### config.mk
export PLATFORM = sky130hd
export DESIGN_NAME = afcsd_cell
export DESIGN_NICKNAME = d
export VERILOG_FILES = /design/src/rtl/afcsd_pkg.sv /design/src/rtl/afcsd_cell.sv
export SDC_FILE = /design/constraint.sdc
export NUM_CORES = 1
export LEC_CHECK = 0
export BUFFER_PORTS_ARGS = -buffer_cell sky130_fd_sc_hd__buf_2
export CORE_AREA = 4 4 187 189
export DETAILED_ROUTE_END_ITERATION = 10
export DIE_AREA = 0 0 191 193
export GPL_TIMING_DRIVEN = 0
export PLACE_DENSITY = 0.75
export SKIP_LAST_GASP = 1
export SLEW_MARGIN = 25
export SYNTH_ARGS = -nofsm -noshare
export SYNTH_HDL_FRONTEND = slang
export SYNTH_SLANG_ARGS = --single-unit
### constraint.sdc
create_clock -name clk_i -period 14.84 [get_ports clk_i]
set_input_delay 0.742 -clock clk_i [delete_from_list [all_inputs] [get_ports clk_i]]
set_output_delay 0.742 -clock clk_i [all_outputs]
set_load 0.03 [all_outputs]
### src/rtl/afcsd_pkg.sv
// Shared types, constants and the arctangent table for the angle-from-cos/sin block.
// Depends on nothing; every other file in rtl/ imports this package.
package afcsd_pkg;

  // Input sample width and the fraction bits appended before rotation.
  localparam int INPUT_WIDTH = 16;
  localparam int FRAC_BITS   = 16;

  // Micro-rotations requested, and the table length that bounds them.
  localparam int ITERATIONS = 16;
  localparam int TABLE_LEN  = 24;
  localparam int NUM_CELLS  = (ITERATIONS < TABLE_LEN) ? ITERATIONS : TABLE_LEN;
  localparam int SHIFT_W    = $clog2(TABLE_LEN);

  // Rotation datapath width: input plus fraction plus growth from
  // pre-rotation and the CORDIC gain.
  localparam int XW = INPUT_WIDTH + FRAC_BITS + 3;

  // Angle accumulator in units of 2^-16 degree; spans about -100 to +280 degrees.
  localparam int AW = 26;

  // Result width and the fixed-point landmarks of the output mapping.
  localparam int ANGLE_W = 19;
  localparam int DEG_ONE = 65536;
  localparam logic signed [AW-1:0] ACC_180 = AW'(180 * DEG_ONE);
  localparam logic [AW:0] DEG_360 = (AW+1)'(360 * DEG_ONE);
  localparam logic signed [AW-1:0] SNAP_LIMIT = -AW'(65);
  localparam int CNT_W = AW + 1 - 6;
  localparam logic [CNT_W-1:0] FULL_CIRCLE = CNT_W'(368640);

  // Axis directions that bypass the rotation chain.
  typedef enum logic [1:0] {
    AXIS_0   = 2'd0,
    AXIS_90  = 2'd1,
    AXIS_180 = 2'd2,
    AXIS_270 = 2'd3
  } axis_e;

  // Data carried from one pipeline stage to the next.
  typedef struct packed {
    logic                   on_axis;
    axis_e                  axis;
    logic signed [XW-1:0]   x;
    logic signed [XW-1:0]   y;
    logic signed [AW-1:0]   acc;
  } stage_t;

  // Arctangent of 2^-i in degrees, rounded to 2^-16 degree.
  function automatic logic signed [AW-1:0] atan_step(input logic [SHIFT_W-1:0] idx);
    logic [21:0] v;
    case (idx)
      5'd0:    v = 22'd2949120;
      5'd1:    v = 22'd1740967;
      5'd2:    v = 22'd919879;
      5'd3:    v = 22'd466945;
      5'd4:    v = 22'd234379;
      5'd5:    v = 22'd117304;
      5'd6:    v = 22'd58666;
      5'd7:    v = 22'd29335;
      5'd8:    v = 22'd14668;
      5'd9:    v = 22'd7334;
      5'd10:   v = 22'd3667;
      5'd11:   v = 22'd1833;
      5'd12:   v = 22'd917;
      5'd13:   v = 22'd458;
      5'd14:   v = 22'd229;
      5'd15:   v = 22'd115;
      5'd16:   v = 22'd57;
      5'd17:   v = 22'd29;
      5'd18:   v = 22'd14;
      5'd19:   v = 22'd7;
      5'd20:   v = 22'd4;
      5'd21:   v = 22'd2;
      5'd22:   v = 22'd1;
      default: v = 22'd0;
    endcase
    return AW'(signed'({1'b0, v}));
  endfunction

endpackage

### src/rtl/afcsd_cell.sv
// One CORDIC vectoring micro-rotation with its pipeline register.
// Depends on afcsd_pkg for the stage record and the arctangent table.
module afcsd_cell (
  input  logic                          clk_i,
  input  logic                          rst_ni,
  input  logic [afcsd_pkg::SHIFT_W-1:0] shift_i,
  input  logic                          valid_i,
  output logic                          stall_o,
  input  afcsd_pkg::stage_t             data_i,
  output logic                          valid_o,
  input  logic                          stall_i,
  output afcsd_pkg::stage_t             data_o
);
  import afcsd_pkg::*;

  logic   valid_q, load;
  stage_t data_d, data_q;
  logic signed [XW-1:0] dx, dy;
  logic signed [AW-1:0] step;

  // Rotate toward the x axis; arithmetic shifts round toward minus infinity.
  always_comb begin
    dx     = data_i.y >>> shift_i;
    dy     = data_i.x >>> shift_i;
    step   = atan_step(shift_i);
    data_d = data_i;
    if (data_i.y > 0) begin
      data_d.x   = data_i.x + dx;
      data_d.y   = data_i.y - dy;
      data_d.acc = data_i.acc + step;
    end else begin
      data_d.x   = data_i.x - dx;
      data_d.y   = data_i.y + dy;
      data_d.acc = data_i.acc - step;
    end
  end

  assign load    = !valid_q || !stall_i;
  assign stall_o = !load;

  always_ff @(posedge clk_i or negedge rst_ni) begin
    if (!rst_ni) begin
      valid_q <= 1'b0;
    end else if (load) begin
      valid_q <= valid_i;
    end
  end

  always_ff @(posedge clk_i) begin
    if (load && valid_i) begin
      data_q <= data_d;
    end
  end

  assign valid_o = valid_q;
  assign data_o  = data_q;

endmodule

==> run summary <==
In this run the cell area of the synthesized design comes to 14880 sq um. After detailed routing, the number of remaining DRC violations is 0. The initial DRC count came out at approximately 1600. The peak clock frequency supported by timing came out at 117.0 MHz.

After detailed routing, the number of vias per cell comes to 6.540. The final number of setup-violating endpoints is 0. Across the whole layout, storage elements account for 2998 sq um. The placed cell count is 2257.

TritonCTS built the clock tree. The classification of the worst-slack hold path is primary input to async pin. In this run the tightest slew margin relative to its limit is 23.07%.

The maximum fanout along the worst path is 10. Gates resized during post-CTS repair numbered 0. The global placer's final weighted congestion is 1.050. In this run the vertical extent of the chip is 193 um. IR analysis of the VDD net gives a maximum drop of 0.06683 mV. The longest clock path from root to sink contains 2 buffers. For the final routed database, the setup TNS stands at 0 ps.

The number of buffers inserted during clock tree synthesis came out at 9. The clock period minus worst slack came out at 8543 ps. The critical path data required time is around 15000 ps. The total vias in the final route came out at 14870. For this design, the CTS-stage hold fixing added 0 buffers.

The arrival time reported for the critical path endpoint came out at 8700 ps. For this design the static power due to leakage is approximately 7 nW. Measured on the finished design, the core utilization comes to between 50% and 60%.

The most frequent standard cell in the layout excluding fill and tap cells is sky130_fd_sc_hd__buf_2. The flow ran to the end, and the final reports show no timing, DRC or antenna violations. The H-tree was split into 3 levels. The async set-or-reset flop fraction in the synthesized netlist is 1.000%. The number of pins with negative max-slew slack in the final report came out at 0. The area of the placeable core came out at 33280 sq um.

The worst reg-to-reg setup slack is 12840 ps. The clock transition at the register clock pins on the worst setup and hold paths after CTS is 80 ps. The final clock period utilization by the worst path is 57.57%.

The instance area at placement is 16560 sq um. The area of the multi-input gates is ~11000 sq um. The net count after synthesis came out at 1812.

The largest net degree at the start of global routing came out at 28. The top cell types in the final layout, fill and taps aside, are 232 x sky130_fd_sc_hd__buf_2, 131 x sky130_fd_sc_hd__nor2_1, 129 x sky130_fd_sc_hd__a21oi_1. The count of fill cells added during filler insertion came out at 3171. After detailed routing, the wire length on met1 is 27500 um. The signal on the critical path passes through buf_2, buf_1, buf_2, clkbuf_1, clkbuf_1, clkbuf_1, a222oi_1, nor2_1, a21oi_1, xnor2_1, ha_1, o21ai_0, o21ai_0, a2111oi_0, nor2_1, nand3b_1, nand3_1, and3b_1, a21oi_1, a211o_1, a21oi_1, xnor2_1. For this configuration, the core starts out at a cell density of 44.72%.

The finished layout holds 2273 standard cells, fillers aside. The mean post-synth cell area is 9.308 sq um. The clock latency on the worst-skew pair came out at 400 ps. Across the run, the number of max-cap violations was 0. The net count of the finished layout is 2033. The number of instances in the synthesized netlist is 1599.

The synthesized design contains 99 enable-type register cells. The post-route clock skew came out at 8.005 ps. The number of hold violations in the final report is 0. The placed wire-length estimate after detailed placement is 53570 um. Setup repair after global routing left no endpoint under its margin.

Yosys printed 0 warnings. The area growth from synthesis to layout is 13.36%. The count of input and output buffers is 205. The library cell occupying the most area in the post-synthesis netlist is sky130_fd_sc_hd__edfxtp_1. The wire length on met2 came out at 30650 um.

In the post-synthesis netlist, the biggest area contributors are sky130_fd_sc_hd__edfxtp_1 20%, sky130_fd_sc_hd__mux4_2 14%, sky130_fd_sc_hd__ha_1 8.6%, sky130_fd_sc_hd__xnor2_1 6.3%, sky130_fd_sc_hd__mux2i_1 5.4%. The nature of the critical path endpoint is a flop. The slowest cell on the critical path is sky130_fd_sc_hd__a2111oi_0. The fraction of post-synthesis cell area in the top cell type by area is 19.97%. The power density normalized to cell area is 96.54 nW/um^2. The site row count is 67.

The overall routing resource usage is 35.78%. The final design area excluding fillers is 16870 sq um. The highest metal layer used by the detailed router is met4. Counting distinct cell types in the post-synthesis netlist gives 90. The flip-flop and latch count after synthesis is 100.

The number of antenna violations at the first check in global routing is 0. The slew at the pin closest to its max-slew limit is between 1000 and 1500 ps. The post-CTS setup buffer count came out at 0. The die covers 36860 sq um. The count of antenna diodes in the layout came out at 0. The via count of the first global-routing pass is 14540.

The total overflow left after global routing is 0. The average wire per standard cell came out at 29.51 um. In this run the clock root is driven by a sky130_fd_sc_hd__clkbuf_16. The register area share after synthesis is between 20 and 25%. The dominant synthesized flop cell is sky130_fd_sc_hd__edfxtp_1. Final hold analysis gives a worst-case slack of 101.7 ps. The routed wire length came out at 67090 um. The overall die width is 191 um. Once detail routing completed, the nets flagged for antenna violations numbered 0. The element type at the critical path start is a primary input.

The number of primary I/O pins came out at 209. The delay contributed by the slowest stage of the critical path came out at between 800 and 900 ps. The first global-routing pass estimated 96870 um of wire. Summed over all nets, wire length on met3 after detailed routing comes to approximately 6100 um. The start-to-end type of the worst setup path is primary input to flop.

The TritonCTS sink count is 100. The length of the first detailed-routing pass in iterations came out at 5. The proportion of layout cells with a drive suffix above 1 is between 20% and 30%.
==> cell families after synthesis <==
kind of cell               share of synthesized area (%)
adders and majority gates                          8.978
and+or+nand+nor                                    14.79
xor gates and xnor gates                           9.297
muxes                                              23.38
buffers and inverters                              4.220
DFF                                                20.14
AOI/OAI and AO/OA                                  19.19
==> worst paths after layout <==
check	startpoint	end	depth (start not counted)
max	shift_i[4]	data_o[95]	22
min	rst_ni	valid_o	1
max reg2reg	valid_o	data_o[46]	4
min reg2reg	valid_o	valid_o	2
max in group asynchronous	rst_ni	valid_o	1
min in group clk_i	data_i[97]	data_o[97]	1
==> metal layers <==
layer | vias to the layer above | global-route usage (%)
met1 | 7281 | 47.02
met5 | - | 0
li1 | 6582 | -
met2 | 864 | 57.58
met4 | 0 | 14.12
met3 | 138 | 8.282
==> where the power goes <==
| group | leakage, nW | switching [mW] | internal, mW |
|---|---|---|---|
| Sequential | 0.953 | 0.0108 | 0.395 |
| Combinational | 5.81 | 0.603 | 0.356 |
| Clock | 0.141 | 0.131 | 0.133 |
==> worst max-delay path, delay by kind of cell <==
kind | cells | cell delay (ps)
adder cells (fa/ha/maj) | 1 | 360
AO/OA/AOI/OAI | 8 | 2810
XOR/XNOR | 2 | 260
AND/OR/NAND/NOR | 5 | 1070
buffers and inverters | 6 | 3400
==> registers in the layout, summed over array words and instances, names as in the netlist <==
signal,cells
data_o,99
valid_o,1
==> area by class of cell <==
| cell class | instances | share of cell area (%) |
|---|---|---|
| well taps | 448 | 3.322 |
| repair buffers | 210 | 6.533 |
| flip-flops and latches | 100 | 17.77 |
| inverters | 34 | 0.7564 |
| clock buffers | 9 | 1.335 |
| plain buffers | 92 | 2.966 |
| multi-input cells | 1373 | 66.84 |
| clock inverters | 7 | 0.4820 |
==> stage by stage <==
stage | setup slack (ps) | power, mW
final | 6297 | 1.629
after global placement | 6128 | 1.336
after global routing | 5877 | 1.716
after detailed placement | 6202 | 1.351
after floorplan | 8266 | 1.076
after CTS | 6573 | 1.615
==> cells in the mapped netlist, types with 34 or more instances <==
| cell | n |
|---|---|
| sky130_fd_sc_hd__xor2_1 | 51 |
| sky130_fd_sc_hd__ha_1 | 102 |
| sky130_fd_sc_hd__nand3_1 | 36 |
| sky130_fd_sc_hd__a21o_1 | 40 |
| sky130_fd_sc_hd__nor2_1 | 133 |
| sky130_fd_sc_hd__mux2i_1 | 81 |
| sky130_fd_sc_hd__mux2_2 | 40 |
| sky130_fd_sc_hd__inv_1 | 34 |
| sky130_fd_sc_hd__nand2_1 | 110 |
| sky130_fd_sc_hd__mux4_2 | 92 |
| sky130_fd_sc_hd__xnor2_1 | 107 |
| sky130_fd_sc_hd__o21ai_0 | 87 |
| sky130_fd_sc_hd__edfxtp_1 | 99 |
| sky130_fd_sc_hd__a21oi_1 | 129 |
No activity file was read; power rests on OpenSTA's default activity.
