## src/rtl/afcsd_pkg.sv

```systemverilog
// Shared types, constants and the arctangent table for the angle-from-cos/sin block.
// Depends on nothing; every other file in rtl/ imports this package.
package afcsd_pkg;

  // Input sample width and the fraction bits appended before rotation.
  localparam int INPUT_WIDTH = 16;
  localparam int FRAC_BITS   = 16;

  // Micro-rotations requested, and the table length that bounds them.
  localparam int ITERATIONS = 16;
  localparam int TABLE_LEN  = 24;
  localparam int NUM_CELLS  = (ITERATIONS < TABLE_LEN) ? ITERATIONS : TABLE_LEN;
  localparam int SHIFT_W    = $clog2(TABLE_LEN);

  // Rotation datapath width: input plus fraction plus growth from
  // pre-rotation and the CORDIC gain.
  localparam int XW = INPUT_WIDTH + FRAC_BITS + 3;

  // Angle accumulator in units of 2^-16 degree; spans about -100 to +280 degrees.
  localparam int AW = 26;

  // Result width and the fixed-point landmarks of the output mapping.
  localparam int ANGLE_W = 19;
  localparam int DEG_ONE = 65536;
  localparam logic signed [AW-1:0] ACC_180 = AW'(180 * DEG_ONE);
  localparam logic [AW:0] DEG_360 = (AW+1)'(360 * DEG_ONE);
  localparam logic signed [AW-1:0] SNAP_LIMIT = -AW'(65);
  localparam int CNT_W = AW + 1 - 6;
  localparam logic [CNT_W-1:0] FULL_CIRCLE = CNT_W'(368640);

  // Axis directions that bypass the rotation chain.
  typedef enum logic [1:0] {
    AXIS_0   = 2'd0,
    AXIS_90  = 2'd1,
    AXIS_180 = 2'd2,
    AXIS_270 = 2'd3
  } axis_e;

  // Data carried from one pipeline stage to the next.
  typedef struct packed {
    logic                   on_axis;
    axis_e                  axis;
    logic signed [XW-1:0]   x;
    logic signed [XW-1:0]   y;
    logic signed [AW-1:0]   acc;
  } stage_t;

  // Arctangent of 2^-i in degrees, rounded to 2^-16 degree.
  function automatic logic signed [AW-1:0] atan_step(input logic [SHIFT_W-1:0] idx);
    logic [21:0] v;
    case (idx)
      5'd0:    v = 22'd2949120;
      5'd1:    v = 22'd1740967;
      5'd2:    v = 22'd919879;
      5'd3:    v = 22'd466945;
      5'd4:    v = 22'd234379;
      5'd5:    v = 22'd117304;
      5'd6:    v = 22'd58666;
      5'd7:    v = 22'd29335;
      5'd8:    v = 22'd14668;
      5'd9:    v = 22'd7334;
      5'd10:   v = 22'd3667;
      5'd11:   v = 22'd1833;
      5'd12:   v = 22'd917;
      5'd13:   v = 22'd458;
      5'd14:   v = 22'd229;
      5'd15:   v = 22'd115;
      5'd16:   v = 22'd57;
      5'd17:   v = 22'd29;
      5'd18:   v = 22'd14;
      5'd19:   v = 22'd7;
      5'd20:   v = 22'd4;
      5'd21:   v = 22'd2;
      5'd22:   v = 22'd1;
      default: v = 22'd0;
    endcase
    return AW'(signed'({1'b0, v}));
  endfunction

endpackage

```

## src/rtl/afcsd_out.sv

```systemverilog
// Output stage: wraps the accumulated angle into 0 to 360 degrees and rounds to 1/1024 degree.
// Depends on afcsd_pkg.
module afcsd_out (
  input  logic                          clk_i,
  input  logic                          rst_ni,
  input  logic                          valid_i,
  output logic                          stall_o,
  input  afcsd_pkg::stage_t             data_i,
  output logic                          valid_o,
  input  logic                          stall_i,
  output logic [afcsd_pkg::ANGLE_W-1:0] angle_o
);
  import afcsd_pkg::*;

  logic               valid_q, load;
  logic [ANGLE_W-1:0] angle_d, angle_q;
  logic [AW:0]        adj;
  logic [AW:0]        rounded;
  logic [CNT_W-1:0]   count;

  // Snap tiny negatives to zero, lift other negatives by a full turn, then round and wrap.
  always_comb begin
    if (!data_i.acc[AW-1]) begin
      adj = {1'b0, data_i.acc};
    end else if (data_i.acc >= SNAP_LIMIT) begin
      adj = '0;
    end else begin
      adj = {data_i.acc[AW-1], data_i.acc} + DEG_360;
    end
    rounded = adj + (AW+1)'(32);
    count   = rounded[AW:6];
    if (count >= FULL_CIRCLE) begin
      count = count - FULL_CIRCLE;
    end
    if (data_i.on_axis) begin
      unique case (data_i.axis)
        AXIS_0:   angle_d = '0;
        AXIS_90:  angle_d = ANGLE_W'(90 * 1024);
        AXIS_180: angle_d = ANGLE_W'(180 * 1024);
        AXIS_270: angle_d = ANGLE_W'(270 * 1024);
        default:  angle_d = '0;
      endcase
    end else begin
      angle_d = count[ANGLE_W-1:0];
    end
  end

  assign load    = !valid_q || !stall_i;
  assign stall_o = !load;

  always_ff @(posedge clk_i or negedge rst_ni) begin
    if (!rst_ni) begin
      valid_q <= 1'b0;
    end else if (load) begin
      valid_q <= valid_i;
    end
  end

  always_ff @(posedge clk_i) begin
    if (load && valid_i) begin
      angle_q <= angle_d;
    end
  end

  assign valid_o = valid_q;
  assign angle_o = angle_q;

endmodule

```

## config.mk

```make
export PLATFORM = sky130hd
export DESIGN_NAME = afcsd_out
export DESIGN_NICKNAME = d
export VERILOG_FILES = /design/src/rtl/afcsd_pkg.sv /design/src/rtl/afcsd_out.sv
export SDC_FILE = /design/constraint.sdc
export NUM_CORES = 1
export LEC_CHECK = 0
export BUFFER_PORTS_ARGS = -buffer_cell sky130_fd_sc_hd__buf_2
export CORE_UTILIZATION = 41
export CTS_BUF_LIST = sky130_fd_sc_hd__clkbuf_4
export CTS_CLUSTER_DIAMETER = 50
export CTS_CLUSTER_SIZE = 24
export DETAILED_ROUTE_END_ITERATION = 10
export GPL_TIMING_DRIVEN = 1
export HOLD_SLACK_MARGIN = 0.1
export PLACE_DENSITY = 0.85
export SLEW_MARGIN = 10
export SYNTH_ARGS = -nofsm -noshare
export SYNTH_HDL_FRONTEND = slang
export SYNTH_SLANG_ARGS = --single-unit
export TNS_END_PERCENT = 100
```

## constraint.sdc

```tcl
create_clock -name clk_i -period 1.7 [get_ports clk_i]
set_input_delay 0.085 -clock clk_i [delete_from_list [all_inputs] [get_ports clk_i]]
set_output_delay 0.085 -clock clk_i [all_outputs]
set_load 0.01 [all_outputs]
```

==> results.yml, run 1 <==
status:
  run_status: "finished with violations"
  failed_checks: "setup timing"
placed_design:
  place.gp.congestion: 0.9050
  place_area_um2: 3042
  dp_worst_setup_slack_ns: -1.241
  dp_hpwl_um: 4924
  placement.io_buffers: 53
global_route:
  grt_pass1_wl_um: 10360
  antenna_violations_before_repair: 0
  global_route_usage_over_all_layers_pct: 24.26
  first_global_vias: 2332
  grt_remaining_overflow: 0
  largest_net_degree_at_the_start_of_global_routing: 20
worst_setup_path:
  timing.rr.end: "angle_o[0]"
  critical_path_peak_fanout: 4
  cp_slowest_stage_delay_ns: 0.33
  worst_r2r_path_depth: 3
  crit_path_end_kind: "flip-flop"
  crit_type: "input pin to flip-flop"
  cell_family_contributing_the_most_delay_on_the_critical_path: "simple AND/OR/NAND/NOR gates"
  setup.worst_path.start_class: "input pin"
  critical_path.cell_chain: "buf_6 > nand4_1 > nor3_4 > nand3_2 > and2_4 > ha_4 > nand3_4 > nor4_4 > or3_1 > o21a_1 > o31ai_2 > nand3_1 > o2111ai_4 > mux2_4 > o21ai_2"
  cp_data_arrival_time_ns: 2.75
  cp_slowest_cell: "mux2_4"
  critPathRequiredTime_ns: 1.87
  worstReg2RegStart: "valid_o"
  register_to_register_setup_slack_ns: 0.48
  timing.critical_path.buf_inv: 1
timing:
  period_share_pct: 152.0
  finalSetupViolCount: 8
  final.min_clock_period_ns: 2.584
  clock-skew-final_ns: 0.007140
  finalWorstSetupSlack_ns: -0.8836
  setup_total_negative_slack_ns: -4.922
  tightestPinTransition_ns: 0.4480
  fmax_ghz: 0.3871
  max_slew_headroom_at_the_worst_pin_pct: 70.13
  rsz_0062_raised_after_global_routing: "true"
  final_max_slew_viol_count: 0
  hold_viol_final: 0
hold_path:
  hold_class: "input pin to flip-flop"
  hold_path_startpoint: "stall_i"
  holdPathStages: 3
  hold-path-endpoint: "valid_o"
route:
  vias: 2460
  detailedRoute.firstPassIterationCount: 6
  route.detailed.drc: 0
  drt.antenna.violating_nets: 0
  detail_route.wl_per_cell_um: 14.51
  drtIter0Drc: 213
  postRouteWirelength_um: 6428
  avgViaCountPerCell: 5.553
floorplan:
  fp.dieArea_um2: 5533
  rows: 25
  chipHeight_um: 74.39
  fp.coreArea_um2: 4880
  chipWidth_um: 74.39
  floorplan.io_pins: 124
  floorplan.initialDensity_pct: 44.03
clock_tree:
  clock_latency_ns: 0.31
  cts-root-to-sink-buffers: 2
  cts.htree.levels: 1
  ctsRootBufferMaster: "clkbuf_4"
  cts_tree: "done"
  cts.sinks: 20
  cts_made_buffers: 3
  clk_pin_slew_worst_paths_ns: 0.09
finish:
  n_antenna_cell: 0
  layout-area-overhead-vs-synth_pct: 57.19
  final_area_um2: 3377
  final_layout_size_suffix_gt1_share_pct: 50.53
  nets: 487
synthesis:
  netlist_area_before_placement_um2: 2148
  synth.avg_cell_area_um2: 8.593
  post-synth-top-area-cell: "edfxtp_1"
  post_synth_most_frequent_cells: "nand2_1, edfxtp_1, nand3_1"
  synth-seq-area-share_pct: 27.72
  number_of_distinct_library_cell_variants_in_the_gate_level_netlist_after_synthesis: 68
  yosys_warnings: 0
  synth.most_common_cell: "nand2_1"
  yosys_register_bits: 20
  synth_fp_nets: 360
  synth-main-ff-cell: "edfxtp_1"
  synth_edf_count: 19
  yosys-top-cells-area: "edfxtp_1, nand3_1, ha_1"
  async_flop_share_pct: 5.000
  synth.top_cell.area_share_pct: 26.56
  synthesis.instances: 250
pwr:
  p_leak_nw: 1.456
  power.density_cell_area_nw_per_um2: 448.4
  vdd_ir_drop_max_v: 0.0003599
  totalPowerFinal_mw: 1.514
job:
  cap_viol_max_count: 0
kinds of logic after synthesis:
family	synth area share, %
xor gates and xnor gates	6.523
adders and majority gates	4.077
AOI/OAI and AO/OA	22.31
buffers and inverters	5.649
and+or+nand+nor	32.50
DFF	27.72
muxes	1.223
placed cells by master (no fill, tap or decap), types with 4 or more instances in the layout:
master	Yosys	layout
a31oi_1	8	8
xnor2_1	9	8
nor2_1	16	13
nand3_2	1	4
nor3_1	6	6
xor2_1	7	7
edfxtp_1	19	19
nor2b_1	5	4
o21ai_0	6	5
ha_1	7	5
or3_1	7	7
a21oi_1	13	13
buf_2	4	45
buf_6	0	12
buf_4	6	77
clkbuf_4	0	4
and2_1	8	6
nand4_1	6	6
nand3_1	18	13
nand2b_1	4	4
nand2_1	21	19
inv_1	8	7
sequential cells by signal, summed over array words and instances, names as in the netlist:
register	flops
valid_o	1
angle_o	19
where the power goes:
part / switching [mW] / internal, mW / leakage (nW) / total, mW
combinational: 0.346 / 0.335 / 1.24 / 0.681
clock: 0.137 / 0.108 / 0.0184 / 0.245
sequential: 0.00627 / 0.583 / 0.196 / 0.589
total: 0.489 / 1.03 / 1.46 / 1.51
area by class of cell:
cell class | count | area, µm²
inverter | 9 | 33.78
tap | 67 | 83.83
sequential | 20 | 595.6
timing repair buffer | 138 | 988.4
clock buffer | 4 | 30.03
fill | 380 | 1503
multi-input combinational | 205 | 1645
worst max path at each step:
stage | from | endpoint | slack, ns | cells past startpoint
CTS | data_i[11] | angle_o[14] | -0.85 | 15
global placement | data_i[1] | angle_o[14] | -1.16 | 15
floorplan | data_i[10] | angle_o[14] | -1.30 | 16
global route | data_i[19] | angle_o[14] | -0.98 | 15
detailed placement | data_i[1] | angle_o[14] | -1.24 | 15
finish | data_i[11] | angle_o[14] | -0.88 | 15
metal layers:
layer	global-route usage (%)	vias up	part of all wire, %
met4	9.644	0	2.2
met2	44.34	110	51
met5	0	-	0
met1	29.37	1132	40
li1	-	1197	-
met3	1.762	21	5.9
repair_timing:
item | CTS | global route
setup endpoints to repair | 7 | 10
pin swaps | 16 | 9
hold buffers | 3 | 0
gates resized for setup | 20 | 12
buffers inserted | 8 | 2
hold endpoints to repair | 2 | 0
worst min-delay path, stage by stage:
cell,delay (ns)
buf_2,0.07
and2_1,0.16
or2_2,0.12
metrics by stage:
| stage | util, % | hold slack [ns] | cells |
|---|---|---|---|
| finish | 69.21 | 0.1533 | 443 |
| global route | 69.21 | 0.1558 | 443 |
| CTS | 67.18 | 0.1496 | 441 |
| detailed placement | 62.33 | -0.1379 | 426 |
| global placement | 62.33 | -0.1408 | 426 |
| floorplan | - | -0.2106 | 250 |
(Power assumes the default switching activity.)
==> inputs of run 2 (changes only) <==
--- a/config.mk
+++ b/config.mk
@@ -5,7 +5,7 @@
 export SDC_FILE = /design/constraint.sdc
 export NUM_CORES = 1
 export LEC_CHECK = 0
-export BUFFER_PORTS_ARGS = -buffer_cell sky130_fd_sc_hd__buf_2
+export BUFFER_PORTS_ARGS = -buffer_cell sky130_fd_sc_hd__buf_4
 export CORE_UTILIZATION = 41
 export CTS_BUF_LIST = sky130_fd_sc_hd__clkbuf_4
 export CTS_CLUSTER_DIAMETER = 50
==> run 2 against run 1 <==
Effect of this change:
- the run still ends with setup timing left
- clock skew is 0.0055 ns lower
- cell area is 3.4% higher
- non-clock buffer count up 1
- critical path type unchanged
- worst hold slack better by 0.0075 ns
- sequential share of layout area decreased by 0.58 points
- maximum frequency increased by 1.3%
- sequential cell count did not move
==> results.yml, run 2 (synthesized netlist as in run 1, its figures left out) <==
clock_tree:
  cts.sinks: 20
  clock_latency_ns: 0.29
  cts.htree.levels: 1
  clk_pin_slew_worst_paths_ns: 0.11
  cts_made_buffers: 3
  cts-root-to-sink-buffers: 2
  cts_tree: "done"
  ctsRootBufferMaster: "clkbuf_4"
job:
  cap_viol_max_count: 0
floorplan:
  fp.dieArea_um2: 5533
  floorplan.initialDensity_pct: 44.03
  floorplan.io_pins: 124
  fp.coreArea_um2: 4880
  chipHeight_um: 74.39
  chipWidth_um: 74.39
  rows: 25
finish:
  layout.cells.most_common_list: "buf_4, nand2_1, edfxtp_1"
  final_layout_size_suffix_gt1_share_pct: 50.13
  largest_register_ff_count: 19
  n_antenna_cell: 0
  layout-area-overhead-vs-synth_pct: 62.55
  fill_cells: 365
  nets: 488
  layout_commonest_cell: "buf_4"
  final_area_um2: 3492
  final-instance-count-excl-fill: 444
timing:
  rsz_0062_raised_after_global_routing: "true"
  final_max_slew_viol_count: 0
  final.min_clock_period_ns: 2.552
  tightestPinTransition_ns: 0.3717
  hold_viol_final: 0
  period_share_pct: 150.1
  finalSetupViolCount: 6
  clock-skew-final_ns: 0.001651
  finalWorstSetupSlack_ns: -0.8517
  fmax_ghz: 0.3919
  max_slew_headroom_at_the_worst_pin_pct: 75.00
worst_setup_path:
  worstReg2RegStart: "valid_o"
  critical_path_peak_fanout: 4
  worst_r2r_path_depth: 3
  timing.rr.end: "angle_o[5]"
  crit_path_end_kind: "flip-flop"
  crit_type: "input pin to flip-flop"
  critPathRequiredTime_ns: 1.86
  cp_data_arrival_time_ns: 2.71
  setup.worst_path.start_class: "input pin"
  register_to_register_setup_slack_ns: 0.47
placed_design:
  dp_hpwl_um: 4873
  dp_worst_setup_slack_ns: -1.213
  placement.io_buffers: 53
  placed_cells: 430
  place_area_um2: 3204
  place.gp.congestion: 0.9056
pwr:
  netSwitchingFraction_pct: 29.06
  vdd_ir_drop_max_v: 0.0003758
  power.density_cell_area_nw_per_um2: 482.5
  pwr-share-comb_pct: 42.6
  p_sw_mw: 0.4896
  power.internal_mw: 1.195
  p_leak_nw: 1.491
  sequentialPowerShare_pct: 35.1
  power.clock.fraction_pct: 22.3
route:
  route.detailed.drc: 0
  drt.antenna.violating_nets: 0
  drtIter0Drc: 159
  detailedRoute.firstPassIterationCount: 5
  vias: 2455
  postRouteWirelength_um: 6443
  avgViaCountPerCell: 5.529
  detail_route.wl_per_cell_um: 14.51
hold_path:
  hold_class: "input pin to flip-flop"
  holdPathStages: 3
  hold_path_startpoint: "stall_i"
  hold-path-endpoint: "valid_o"
status:
  run_status: "finished with violations"
  failed_checks: "setup timing"
global_route:
  antenna_violations_before_repair: 0
  global_route_usage_over_all_layers_pct: 24.40
  first_global_vias: 2350
  grt_pass1_wl_um: 10520
  largest_net_degree_at_the_start_of_global_routing: 20
  grt_remaining_overflow: 0
## run 2: cell count changes in the layout (fill, tap and decap cells not counted), moves of 2 or more
cell / before / now
buf_4: 77 / 121
buf_6: 12 / 15
nand2_1: 19 / 21
nor2_2: 3 / 1
buf_2: 45 / 0
## run 2: metal layers
metal  up-vias  share of wire [%]  GRT usage, %
met3         8                5.8         1.491
li1       1196                  -             -
met4         0               0.98         6.289
met5         -                  0             0
met2       105                 52         45.65
met1      1146                 41         30.20
## run 2: how the worst max path moves through the flow
stage                     from  cells past startpoint          end  slack, ns
finish              data_i[11]                     15  angle_o[14]      -0.85
global route        data_i[19]                     14  angle_o[16]      -0.99
detailed placement   data_i[9]                     14  angle_o[14]      -1.21
CTS                 data_i[11]                     15  angle_o[14]      -0.81
global placement     data_i[4]                     14  angle_o[14]      -1.13
floorplan           data_i[10]                     16  angle_o[14]      -1.30
## run 2: power by group through the flow
stage / combinational (mW) / sequential, mW / clock [mW]
global route: 0.781 / 0.594 / 0.398
global placement: 0.642 / 0.602 / 0
CTS: 0.692 / 0.591 / 0.380
floorplan: 0.329 / 0.621 / 0
detailed placement: 0.659 / 0.603 / 0
finish: 0.718 / 0.591 / 0.377
## run 2: layout make-up
class                      instances  area, µm²  area share (%)
inverter                           9      33.78          0.9674
clock buffer                       3      22.52          0.6449
multi-input combinational        205       1619           46.36
sequential                        20      595.6           17.05
clock inverter                     1      30.03          0.8599
timing repair buffer             139       1107           31.71
tap                               67      83.83           2.401
## run 2: per-stage QoR
step / utilization (%) / total power, mW / TNS, ns / hold slack (ns)
3_5_place_dp: 65.67 / 1.261 / -7.979 / -0.1364
4_1_cts: 69.95 / 1.663 / -4.467 / 0.1666
3_3_place_gp: 65.67 / 1.244 / -7.435 / -0.1395
2_1_floorplan: - / 0.9505 / -8.835 / -0.2106
6_report: 71.56 / 1.685 / -4.778 / 0.1607
5_1_grt: 71.56 / 1.773 / -5.746 / 0.1783
## run 2: repair_timing
action | 4_1_cts | 5_1_grt
hold buffers | 3 | 0
pin swaps | 11 | 2
hold endpoints to repair | 2 | 0
buffers inserted | 5 | 3
gates resized for setup | 20 | 12
endpoints found under the setup margin | 7 | 7
## run 2: critical path, cell delays in order
cell	delay [ns]
buf_6	0.07
nand4_1	0.19
nor3_4	0.19
nand3_2	0.11
and2_4	0.16
ha_4	0.17
nand3_4	0.11
nor4_4	0.06
or3_1	0.32
o21a_1	0.14
o31ai_2	0.23
nand3_1	0.16
o2111ai_4	0.28
mux2_4	0.33
o21ai_2	0.11
