`config.mk`:
```
export PLATFORM = sky130hd
export DESIGN_NAME = afcsd_pre
export DESIGN_NICKNAME = d
export VERILOG_FILES = /design/src/rtl/afcsd_pkg.sv /design/src/rtl/afcsd_pre.sv
export SDC_FILE = /design/constraint.sdc
export NUM_CORES = 1
export LEC_CHECK = 0
export BUFFER_PORTS_ARGS = -buffer_cell sky130_fd_sc_hd__buf_2
export CORE_MARGIN = 2
export CORE_UTILIZATION = 40
export CTS_CLUSTER_SIZE = 12
export DETAILED_ROUTE_END_ITERATION = 10
export GPL_TIMING_DRIVEN = 0
export HOLD_SLACK_MARGIN = 0.03
export PLACE_DENSITY = 0.88
export REMOVE_ABC_BUFFERS = 1
export SLEW_MARGIN = 20
export SYNTH_ARGS = -nofsm -noshare
export SYNTH_HDL_FRONTEND = slang
export SYNTH_SLANG_ARGS = --single-unit
```
`constraint.sdc`:
```
create_clock -name clk_i -period 3 [get_ports clk_i]
set_clock_uncertainty 0.05 [all_clocks]
set_input_delay 0.6 -clock clk_i [delete_from_list [all_inputs] [get_ports clk_i]]
set_output_delay 0.6 -clock clk_i [all_outputs]
set_load 0.005 [all_outputs]
```
`src/rtl/afcsd_pkg.sv`:
```
// Shared types, constants and the arctangent table for the angle-from-cos/sin block.
// Depends on nothing; every other file in rtl/ imports this package.
package afcsd_pkg;

  // Input sample width and the fraction bits appended before rotation.
  localparam int INPUT_WIDTH = 16;
  localparam int FRAC_BITS   = 16;

  // Micro-rotations requested, and the table length that bounds them.
  localparam int ITERATIONS = 16;
  localparam int TABLE_LEN  = 24;
  localparam int NUM_CELLS  = (ITERATIONS < TABLE_LEN) ? ITERATIONS : TABLE_LEN;
  localparam int SHIFT_W    = $clog2(TABLE_LEN);

  // Rotation datapath width: input plus fraction plus growth from
  // pre-rotation and the CORDIC gain.
  localparam int XW = INPUT_WIDTH + FRAC_BITS + 3;

  // Angle accumulator in units of 2^-16 degree; spans about -100 to +280 degrees.
  localparam int AW = 26;

  // Result width and the fixed-point landmarks of the output mapping.
  localparam int ANGLE_W = 19;
  localparam int DEG_ONE = 65536;
  localparam logic signed [AW-1:0] ACC_180 = AW'(180 * DEG_ONE);
  localparam logic [AW:0] DEG_360 = (AW+1)'(360 * DEG_ONE);
  localparam logic signed [AW-1:0] SNAP_LIMIT = -AW'(65);
  localparam int CNT_W = AW + 1 - 6;
  localparam logic [CNT_W-1:0] FULL_CIRCLE = CNT_W'(368640);

  // Axis directions that bypass the rotation chain.
  typedef enum logic [1:0] {
    AXIS_0   = 2'd0,
    AXIS_90  = 2'd1,
    AXIS_180 = 2'd2,
    AXIS_270 = 2'd3
  } axis_e;

  // Data carried from one pipeline stage to the next.
  typedef struct packed {
    logic                   on_axis;
    axis_e                  axis;
    logic signed [XW-1:0]   x;
    logic signed [XW-1:0]   y;
    logic signed [AW-1:0]   acc;
  } stage_t;

  // Arctangent of 2^-i in degrees, rounded to 2^-16 degree.
  function automatic logic signed [AW-1:0] atan_step(input logic [SHIFT_W-1:0] idx);
    logic [21:0] v;
    case (idx)
      5'd0:    v = 22'd2949120;
      5'd1:    v = 22'd1740967;
      5'd2:    v = 22'd919879;
      5'd3:    v = 22'd466945;
      5'd4:    v = 22'd234379;
      5'd5:    v = 22'd117304;
      5'd6:    v = 22'd58666;
      5'd7:    v = 22'd29335;
      5'd8:    v = 22'd14668;
      5'd9:    v = 22'd7334;
      5'd10:   v = 22'd3667;
      5'd11:   v = 22'd1833;
      5'd12:   v = 22'd917;
      5'd13:   v = 22'd458;
      5'd14:   v = 22'd229;
      5'd15:   v = 22'd115;
      5'd16:   v = 22'd57;
      5'd17:   v = 22'd29;
      5'd18:   v = 22'd14;
      5'd19:   v = 22'd7;
      5'd20:   v = 22'd4;
      5'd21:   v = 22'd2;
      5'd22:   v = 22'd1;
      default: v = 22'd0;
    endcase
    return AW'(signed'({1'b0, v}));
  endfunction

endpackage

```
`src/rtl/afcsd_pre.sv`:
```
// Input stage: axis detection, half-plane pre-rotation and scaling to the datapath format.
// Depends on afcsd_pkg.
module afcsd_pre (
  input  logic                                   clk_i,
  input  logic                                   rst_ni,
  input  logic                                   valid_i,
  output logic                                   stall_o,
  input  logic signed [afcsd_pkg::INPUT_WIDTH-1:0] cos_i,
  input  logic signed [afcsd_pkg::INPUT_WIDTH-1:0] sin_i,
  output logic                                   valid_o,
  input  logic                                   stall_i,
  output afcsd_pkg::stage_t                      data_o
);
  import afcsd_pkg::*;

  logic   valid_q, load;
  stage_t data_d, data_q;
  logic signed [XW-1:0] x_ext, y_ext;

  // Scale both components by 2^16 and flip the left half-plane by 180 degrees.
  always_comb begin
    x_ext = {{(XW-INPUT_WIDTH-FRAC_BITS){cos_i[INPUT_WIDTH-1]}}, cos_i, FRAC_BITS'(0)};
    y_ext = {{(XW-INPUT_WIDTH-FRAC_BITS){sin_i[INPUT_WIDTH-1]}}, sin_i, FRAC_BITS'(0)};
    data_d.on_axis = (cos_i == '0) || (sin_i == '0);
    if (sin_i == '0) begin
      data_d.axis = cos_i[INPUT_WIDTH-1] ? AXIS_180 : AXIS_0;
    end else if (sin_i[INPUT_WIDTH-1]) begin
      data_d.axis = AXIS_270;
    end else begin
      data_d.axis = AXIS_90;
    end
    if (cos_i[INPUT_WIDTH-1]) begin
      data_d.x   = -x_ext;
      data_d.y   = -y_ext;
      data_d.acc = ACC_180;
    end else begin
      data_d.x   = x_ext;
      data_d.y   = y_ext;
      data_d.acc = '0;
    end
  end

  // A stage takes a new request whenever it is empty or its result moves on.
  assign load    = !valid_q || !stall_i;
  assign stall_o = !load;

  always_ff @(posedge clk_i or negedge rst_ni) begin
    if (!rst_ni) begin
      valid_q <= 1'b0;
    end else if (load) begin
      valid_q <= valid_i;
    end
  end

  always_ff @(posedge clk_i) begin
    if (load && valid_i) begin
      data_q <= data_d;
    end
  end

  assign valid_o = valid_q;
  assign data_o  = data_q;

endmodule

```
==> results of run 1 <==
[synthesized netlist by cell type]
cell type  number
a21o_1          1
a22o_1          1
and2_1          1
and3_1          1
buf_4          57
clkbuf_1        4
conb_1          1
dfrtp_1         1
edfxtp_1       42
ha_1            2
inv_1           5
nand2_1        17
nand2b_1        3
nand3_1         2
nand3b_1        1
nor2_1          5
nor2b_1         1
nor3_1          4
nor4_1          3
nor4b_1         1
o21ai_0         5
o21ai_1         6
o31ai_1         7
o31ai_2         2
o41ai_1         2
o41ai_4         1
or2_2           1
or3_1           1
or4_1           1
or4_4           3
xnor2_1        27
[critical path: stages]
cell	delay, ns
buf_2	0.12
or4_1	0.55
or4_4	0.49
o41ai_4	0.25
xnor2_1	0.10
[how the worst max path moves through the flow]
stage | to | from | depth (start not counted) | slack, ns
4_1_cts | data_o[90] | cos_i[3] | 5 | 0.88
2_1_floorplan | data_o[21] | stall_i | 2 | -0.17
6_report | data_o[90] | cos_i[3] | 5 | 0.87
3_3_place_gp | data_o[87] | stall_i | 3 | -0.82
3_5_place_dp | data_o[90] | cos_i[3] | 5 | 0.59
5_1_grt | data_o[90] | cos_i[3] | 5 | 0.83
[kinds of logic (layout without fill, tap and decap cells)]
group | after synthesis | after routing
AOI/OAI and AO/OA | 25 | 25
xor gates and xnor gates | 27 | 27
adders and majority gates | 2 | 2
buffers and inverters | 66 | 97
DFF | 43 | 43
other | 1 | 57
and+or+nand+nor | 45 | 45
[layer usage]
| metal | track usage [%] | up-vias | share of wire, % |
|---|---|---|---|
| li1 | - | 788 | - |
| met1 | 12.7 | 754 | 33 |
| met2 | 24.3 | 113 | 54 |
| met3 | 3.04 | 8 | 11 |
| met4 | 7.17 | 0 | 1.9 |
| met5 | 0 | - | 0 |
[stage by stage]
step / TNS (ns) / worst slack [ns] / std cells / util, % / hold slack [ns]
final: 0 / 0.867 / 371 / 48.2 / 0.474
after detailed placement: 0 / 0.589 / 362 / 46.5 / 0.329
after global placement: -34.51 / -0.823 / 361 / 45.9 / 0.325
after global routing: 0 / 0.827 / 371 / 48.2 / 0.471
after floorplan: -7.19 / -0.171 / 204 / - / 0.254
after CTS: 0 / 0.881 / 371 / 48.2 / 0.464
[flip-flops by register name (all words and copies together) (netlist names)]
register / flops
data_o: 42
valid_o: 1
[report_power, final]
group | total (mW) | internal (mW) | switching [mW] | leakage [nW]
Sequential | 0.721 | 0.712 | 0.00907 | 0.410
Clock | 0.360 | 0.186 | 0.174 | 0.0482
Combinational | 0.205 | 0.0888 | 0.116 | 0.762
Total | 1.29 | 0.986 | 0.299 | 1.22
[timing repair]
action / CTS / global route
resized for setup: 0 / 0
endpoints found under the hold margin: 1 / 0
hold buffers: 1 / 0
[layout make-up]
class	count	share of cell area, %
clock inverter	1	0.175
clock buffer	7	3.02
tap	75	3.29
multi-input combinational	156	32.1
timing repair buffer	84	15.7
sequential	43	45.1
inverter	5	0.658
==> impl_metrics.ini, run 1 <==
[outcome]
status = completed

[power]
power_density_nw_per_um2 = 451
total_power_mw = 1.29
p_leak_nw = 1.22
vdd_drop_max_uv = 212

[timing]
rsz0062_at_grt = false
finalSetupViolCount = 0
slew_violations = 0
min_period_ns = 2.13
timing.fmax_mhz = 469
hold_violations = 0
worst_pin_slew_ns = 0.643
fin_crit_sh_pct = 71.1
relSlewSlack_pct = 57.1

[worst_setup_path]
crit_path_max_fanout = 5
reg2reg_slack_ns = 1.35
rr_startpoint = valid_o
cp-end-kind = flip-flop
cp.required_ns = 2.98
start_kind = primary input
cp.arrival_ns = 2.11
path_class = primary input to flip-flop
reg2reg_to = data_o[21]
r2r_cells = 3

[synthesis]
ys_warn_count = 0
seq_area_frac_synth_pct = 52.6
synth_cells = 209
synthSimpleGateAreaFrac_pct = 9.77
synth_area_per_cell_sq_um = 11.7
synth.distinct_cells = 31
synth-xor-area-share_pct = 9.67
synthTopCellsByArea = edfxtp_1, buf_4, xnor2_1, nand2_1, o31ai_1
syn_area_sq_um = 2450
synth_top_area_share_pct = 51.6
yosysTopAreaCell = edfxtp_1
synthAdderAreaFrac_pct = 1.02
muxShareOfSynthArea_pct = 0
synth_top_family_by_area = buffers and inverters
synth-compound-area-share_pct = 7.93
synth-seq-cells = 43

[die]
fp.dieH_microns = 82.2
io_pins = 137
rows = 28
start_util_pct = 41.3
coreArea_sq_um = 5920
dieArea_sq_um = 6760
die_w_microns = 82.2

[detailed_routing]
vias = 1663
antenna_left = 0
drtPass1Iterations = 4
drt_iter0_drc = 45
wl_microns = 4400
drc = 0
avgRoutedWirePerCell_microns = 11.9
vias_per_cell = 4.48

[clock_network]
clkSinkCount = 43
cts_made_buffers = 5
clock_latency_ns = 0.28
clk_path_buf_depth = 2
cts_max_level = 2
post-cts-setup-buffers = 0
cts_tree = done
path_clk_slew_ns = 0.07
cts-root-buf = clkbuf_8

[run]
max_cap_viol_count = 0

[place]
gp_congestion = 0.774
hpwl_microns = 3590
port_buffers = 82
place_area_sq_um = 2750

[layout]
drive_gt1_share_pct = 33.1
syn2layout_area_growth_pct = 16.7
fill_cells = 543
num_antenna_cells = 0
layout.nets = 333
mostFrequentLayoutCells = buf_2, conb_1, edfxtp_1, xnor2_1, nand2_1
multi_input_area_sq_um = 916
final_area_sq_um = 2850
mostFrequentLayoutCell = buf_2
regArea_sq_um = 1290

[global_routing]
track_usage_pct = 12.9
grt_pass1_wl_microns = 6610
gr-total-overflow = 0
grt_max_degree = 38
antenna_found_initial = 0
grt_pass1_vias = 1467

[hold_path]
hold_path_depth = 2
hold_path_end = valid_o
min_path_type = primary input to flip-flop
holdCritStartpoint = valid_i
(Power assumes the default switching activity.)
==> inputs of run 2 (changes only) <==
==> constraint.sdc (replaced) <==
create_clock -name clk_i -period 1.7 [get_ports clk_i]
set_clock_uncertainty 0.05 [all_clocks]
set_input_delay 0.34 -clock clk_i [delete_from_list [all_inputs] [get_ports clk_i]]
set_output_delay 0.34 -clock clk_i [all_outputs]
set_load 0.005 [all_outputs]
==> run 2 against run 1 <==
Effect of this change:
- the run now ends with negative setup slack left
- critical endpoint is now data_o[86]
- sequential power grew 76%
- routed wire length grew 4.9%
- worst setup slack lost 0.99 ns
- final area grew 4.9%
- non-clock buffer count grew 5
- flip-flop and latch count is the same
- largest power group unchanged
- via count grew 2.3%
- hold slack lost 0.25 ns
- total power grew 79%
==> impl_metrics.ini, run 2 (same netlist as run 1, synthesis figures left out) <==
[layout]
syn2layout_area_growth_pct = 22.4
mostFrequentLayoutCells = buf_2, conb_1, edfxtp_1, xnor2_1, nand2_1
fin_cells = 376
multi_input_area_sq_um = 970
mostFrequentLayoutCell = buf_2
largest_register_ffs = 42
fill_cells = 522
utilization_pct = 50.5
layout.nets = 338
drive_gt1_share_pct = 36.2
num_antenna_cells = 0
regArea_sq_um = 1290
final_area_sq_um = 2990

[die]
fp.dieH_microns = 82.2
die_w_microns = 82.2
rows = 28
io_pins = 137
start_util_pct = 41.3
coreArea_sq_um = 5920
dieArea_sq_um = 6760

[hold_path]
min_path_type = primary input to flip-flop
holdCritStartpoint = valid_i

[clock_network]
clkSinkCount = 43
cts_tree = done
cts_made_buffers = 5
cts_max_level = 2
cts-root-buf = clkbuf_8
path_clk_slew_ns = 0.08
clock_latency_ns = 0.27
clk_path_buf_depth = 2

[worst_setup_path]
rr_startpoint = valid_o
path_class = primary input to flip-flop
worstPathCellList = buf_8 -> or4_4 -> or4_4 -> o31ai_4 -> xnor2_1
crit_slowest_cell = or4_4
critPathLaunch = cos_i[3]
crit_path_max_fanout = 5
cp.required_ns = 1.69
cp.arrival_ns = 1.81
start_kind = primary input
cpMostUsedCell = or4_4
cp-end-kind = flip-flop
worst_path_largest_cell_delay_ns = 0.52

[outcome]
violations = negative setup slack
status = finished with violations

[timing]
worst_pin_slew_ns = 0.686
timing.fmax_mhz = 548
rsz0062_at_grt = true
finalSetupViolCount = 5
worst_slack_ns = -0.124
slew_violations = 0
fin_crit_sh_pct = 107
min_period_ns = 1.82
hold_violations = 0
relSlewSlack_pct = 54.3

[place]
place_area_sq_um = 2750
gp_congestion = 0.774
port_buffers = 82
hpwl_microns = 3590
dp_cells = 362

[run]
max_cap_viol_count = 0

[power]
total_power_mw = 2.30
power_density_nw_per_um2 = 769
p_leak_nw = 1.28
vdd_drop_max_uv = 378

[global_routing]
gr-total-overflow = 0
grt_pass1_wl_microns = 7000
track_usage_pct = 13.6
antenna_found_initial = 0
grt_pass1_vias = 1519
grt_max_degree = 38

[detailed_routing]
antenna_left = 0
drtPass1Iterations = 4
vias_per_cell = 4.53
avgRoutedWirePerCell_microns = 12.3
drt_iter0_drc = 51
vias = 1702
wl_microns = 4620
drc = 0
run 2: changes by cell type in the layout (fill, tap and decap cells not counted), sizes merged:
cell  before  now
buf       83   88
run 2: critical path: cells and delay by family:
family,cells,cell delay [ns]
AOI/OAI and AO/OA,1,0.27
xor gates and xnor gates,1,0.09
buffers and inverters,1,0.09
and+or+nand+nor,2,1.01
run 2: per-stage QoR:
step           worst slack, ns  setup TNS (ns)  hold WS (ns)
2_1_floorplan            -1.23          -53.04      -0.00559
3_3_place_gp             -1.86          -82.47        0.0655
3_5_place_dp            -0.451           -6.46        0.0686
4_1_cts                 -0.124          -0.293         0.204
5_1_grt                 -0.145          -0.555         0.210
6_report                -0.124          -0.355         0.220
run 2: layout make-up:
cell class                 count  share of cell area (%)
sequential                    43                    43.0
tap                           75                    3.14
multi-input combinational    156                    32.4
timing repair buffer          89                    17.8
inverter                       5                   0.627
clock inverter                 1                   0.167
clock buffer                   7                    2.88
run 2: layer usage:
| layer | up-vias | share of wire [%] | global-route usage, % |
|---|---|---|---|
| met5 | - | 0 | 0 |
| met4 | 0 | 1.9 | 7.17 |
| met2 | 102 | 55 | 26.2 |
| met3 | 8 | 11 | 3.04 |
| li1 | 801 | - | - |
| met1 | 791 | 33 | 13.4 |
run 2: power breakdown:
group	internal, mW	switching (mW)	leakage [nW]
registers	1.26	0.0161	0.410
logic	0.180	0.215	0.818
clock network	0.327	0.308	0.0482
run 2: what timing repair did:
action / in CTS / in global routing
gates resized for setup: 14 / 4
buffers inserted: 4 / 1
hold buffers: 1 / 0
pin swaps: 4 / 2
gates cloned: 0 / 0
setup endpoints to repair: 24 / 8
endpoints found under the hold margin: 1 / 0
run 2: worst paths after layout:
check	to	slack [ns]	depth (start not counted)
max	data_o[86]	-0.12	5
min	valid_o	0.22	2
max reg2reg	data_o[56]	0.36	3
min reg2reg	valid_o	0.65	2
max in group asynchronous	valid_o	1.19	2
min in group asynchronous	valid_o	0.32	2
==> inputs of run 3 (changes only) <==
--- a/config.mk
+++ b/config.mk
@@ -6,13 +6,13 @@
 export NUM_CORES = 1
 export LEC_CHECK = 0
 export BUFFER_PORTS_ARGS = -buffer_cell sky130_fd_sc_hd__buf_2
-export CORE_MARGIN = 2
-export CORE_UTILIZATION = 40
+export CORE_MARGIN = 4
+export CORE_UTILIZATION = 43
 export CTS_CLUSTER_SIZE = 12
 export DETAILED_ROUTE_END_ITERATION = 10
 export GPL_TIMING_DRIVEN = 0
 export HOLD_SLACK_MARGIN = 0.03
-export PLACE_DENSITY = 0.88
+export PLACE_DENSITY = 0.9
 export REMOVE_ABC_BUFFERS = 1
 export SLEW_MARGIN = 20
 export SYNTH_ARGS = -nofsm -noshare
==> constraint.sdc (replaced) <==
create_clock -name clk_i -period 2.03 [get_ports clk_i]
set_clock_uncertainty 0.05 [all_clocks]
set_input_delay 0.406 -clock clk_i [delete_from_list [all_inputs] [get_ports clk_i]]
set_output_delay 0.406 -clock clk_i [all_outputs]
set_load 0.005 [all_outputs]
==> run 3 against run 2 <==
Effect of this change:
- the flow now finishes without violations
- sequential share of layout area rose by 2.3 points
- hold slack improved by 0.053 ns
- total power is 19% lower
- largest power group unchanged
- highest routed layer unchanged
==> impl_metrics.ini, run 3 (same netlist as run 1, synthesis figures left out) <==
[worst_setup_path]
cp.required_ns = 2.01
cp_top_family = simple AND/OR/NAND/NOR gates
cp-end-kind = flip-flop
cp.arrival_ns = 1.89
worstPathCellList = buf_2 -> or4_1 -> or4_4 -> o41ai_4 -> xnor2_1
worst_path_largest_cell_delay_ns = 0.54
crit_path_max_fanout = 5
crit_slowest_cell = or4_1
start_kind = primary input
cp_num_buf_inv = 1
path_class = primary input to flip-flop

[layout]
mostFrequentLayoutCell = buf_2
multi_input_area_sq_um = 916
layout.nets = 333
syn2layout_area_growth_pct = 16.1
num_antenna_cells = 0
final_area_sq_um = 2840
drive_gt1_share_pct = 32.8
largest_register_ffs = 42
mostFrequentLayoutCells = buf_2, conb_1, edfxtp_1, xnor2_1, nand2_1
regArea_sq_um = 1290
fill_cells = 497

[die]
die_w_microns = 83.4
fp.dieH_microns = 83.4
io_pins = 137
start_util_pct = 44.4
coreArea_sq_um = 5510
dieArea_sq_um = 6960
rows = 27

[timing]
hold_violations = 0
fin_crit_sh_pct = 94.4
worst_pin_slew_ns = 0.652
slew_violations = 0
rsz0062_at_grt = false
fin_setup_tns_ns = 0
timing.fmax_mhz = 522
relSlewSlack_pct = 56.5
min_period_ns = 1.92
finalSetupViolCount = 0

[clock_network]
cts_resized = 0
cts-root-buf = clkbuf_8
clk_path_buf_depth = 2
cts_max_level = 2
cts_tree = done
clkSinkCount = 43
path_clk_slew_ns = 0.08
clock_latency_ns = 0.29
cts_made_buffers = 5

[global_routing]
met1_usage_pct = 13.9
grt_max_degree = 38
antenna_found_initial = 0
track_usage_pct = 12.6
grt_pass1_wl_microns = 7120
busiest_layer = met2
grt_pass1_vias = 1538
grtUsageMet2_pct = 22.6
gr-total-overflow = 0
grtUsageMet3_pct = 3.67

[place]
port_buffers = 82
hpwl_microns = 3670
place_area_sq_um = 2750
gp_congestion = 0.781

[detailed_routing]
vias_per_cell = 4.36
drt_iter0_drc = 46
antenna_left = 0
vias = 1603
drtPass1Iterations = 4
wl_microns = 4500
drc = 0
avgRoutedWirePerCell_microns = 12.2

[power]
p_comb_share_pct = 16.1
p_sw_mw = 0.444
sw_frac_of_total_pct = 23.8
p_clk_share_pct = 26.8
p_leak_nw = 1.21
vdd_drop_max_uv = 313
power_density_nw_per_um2 = 658
p_seq_share_pct = 57.1
p_int_mw = 1.42

[run]
max_cap_viol_count = 0

[hold_path]
min_path_type = primary input to flip-flop

[outcome]
status = completed
run 3: cell types whose count changed in the layout (fill, tap and decap cells not counted), sizes merged:
cell / previous run / this run
buf: 88 / 83
run 3: per-stage QoR:
stage	utilization [%]	cells	setup WS [ns]	power [mW]	hold slack (ns)
2_1_floorplan	-	204	-0.947	1.23	0.0604
5_1_grt	51.6	368	0.0633	1.97	0.269
6_report	51.6	368	0.113	1.87	0.273
3_3_place_gp	49.3	358	-1.60	1.37	0.131
4_1_cts	51.6	368	0.121	1.89	0.260
3_5_place_dp	49.9	359	-0.186	1.39	0.135
run 3: cell type report:
cell class                      instances  share of cell area, %
Sequential cell                        43                   45.3
Multi-Input combinational cell        156                   32.2
Timing Repair Buffer                   84                   15.8
Tap cell                               72                   3.17
Clock buffer                            7                   2.69
Inverter                                5                  0.661
Clock inverter                          1                  0.176
run 3: power by group through the flow:
stage | clock [mW] | combinational [mW] | sequential [mW]
2_1_floorplan | 0 | 0.130 | 1.10
3_3_place_gp | 0 | 0.277 | 1.09
3_5_place_dp | 0 | 0.298 | 1.09
4_1_cts | 0.520 | 0.301 | 1.07
5_1_grt | 0.559 | 0.337 | 1.07
6_report | 0.501 | 0.301 | 1.07
run 3: path summary, 6_finish.rpt:
check	startpoint	end	slack (ns)	cells after the start
worst max-delay path	cos_i[3]	data_o[90]	0.11	5
worst min-delay path	valid_i	valid_o	0.27	2
worst max register to register	valid_o	data_o[78]	0.37	3
worst min register to register	valid_o	valid_o	0.65	2
max in group asynchronous	rst_ni	valid_o	1.48	2
min in group asynchronous	rst_ni	valid_o	0.37	2
run 3: per-layer routing:
| metal | share of wire, % | routed length (microns) | vias to the layer above |
|---|---|---|---|
| met1 | 37 | 1670 | 711 |
| met4 | 1.8 | 79 | 0 |
| li1 | - | - | 790 |
| met2 | 50 | 2240 | 95 |
| met3 | 11 | 509 | 7 |
| met5 | 0 | 0 | - |
run 3: timing repair:
action	CTS	global route
buffers inserted	0	0
hold buffers	1	0
setup endpoints to repair	0	0
endpoints found under the hold margin	1	0
run 3: worst register-to-register path: cells and delay by family (launching register included):
kind | cells | cell delay [ns]
simple gates | 2 | 0.69
flops | 1 | 0.37
buf+inv | 1 | 0.25
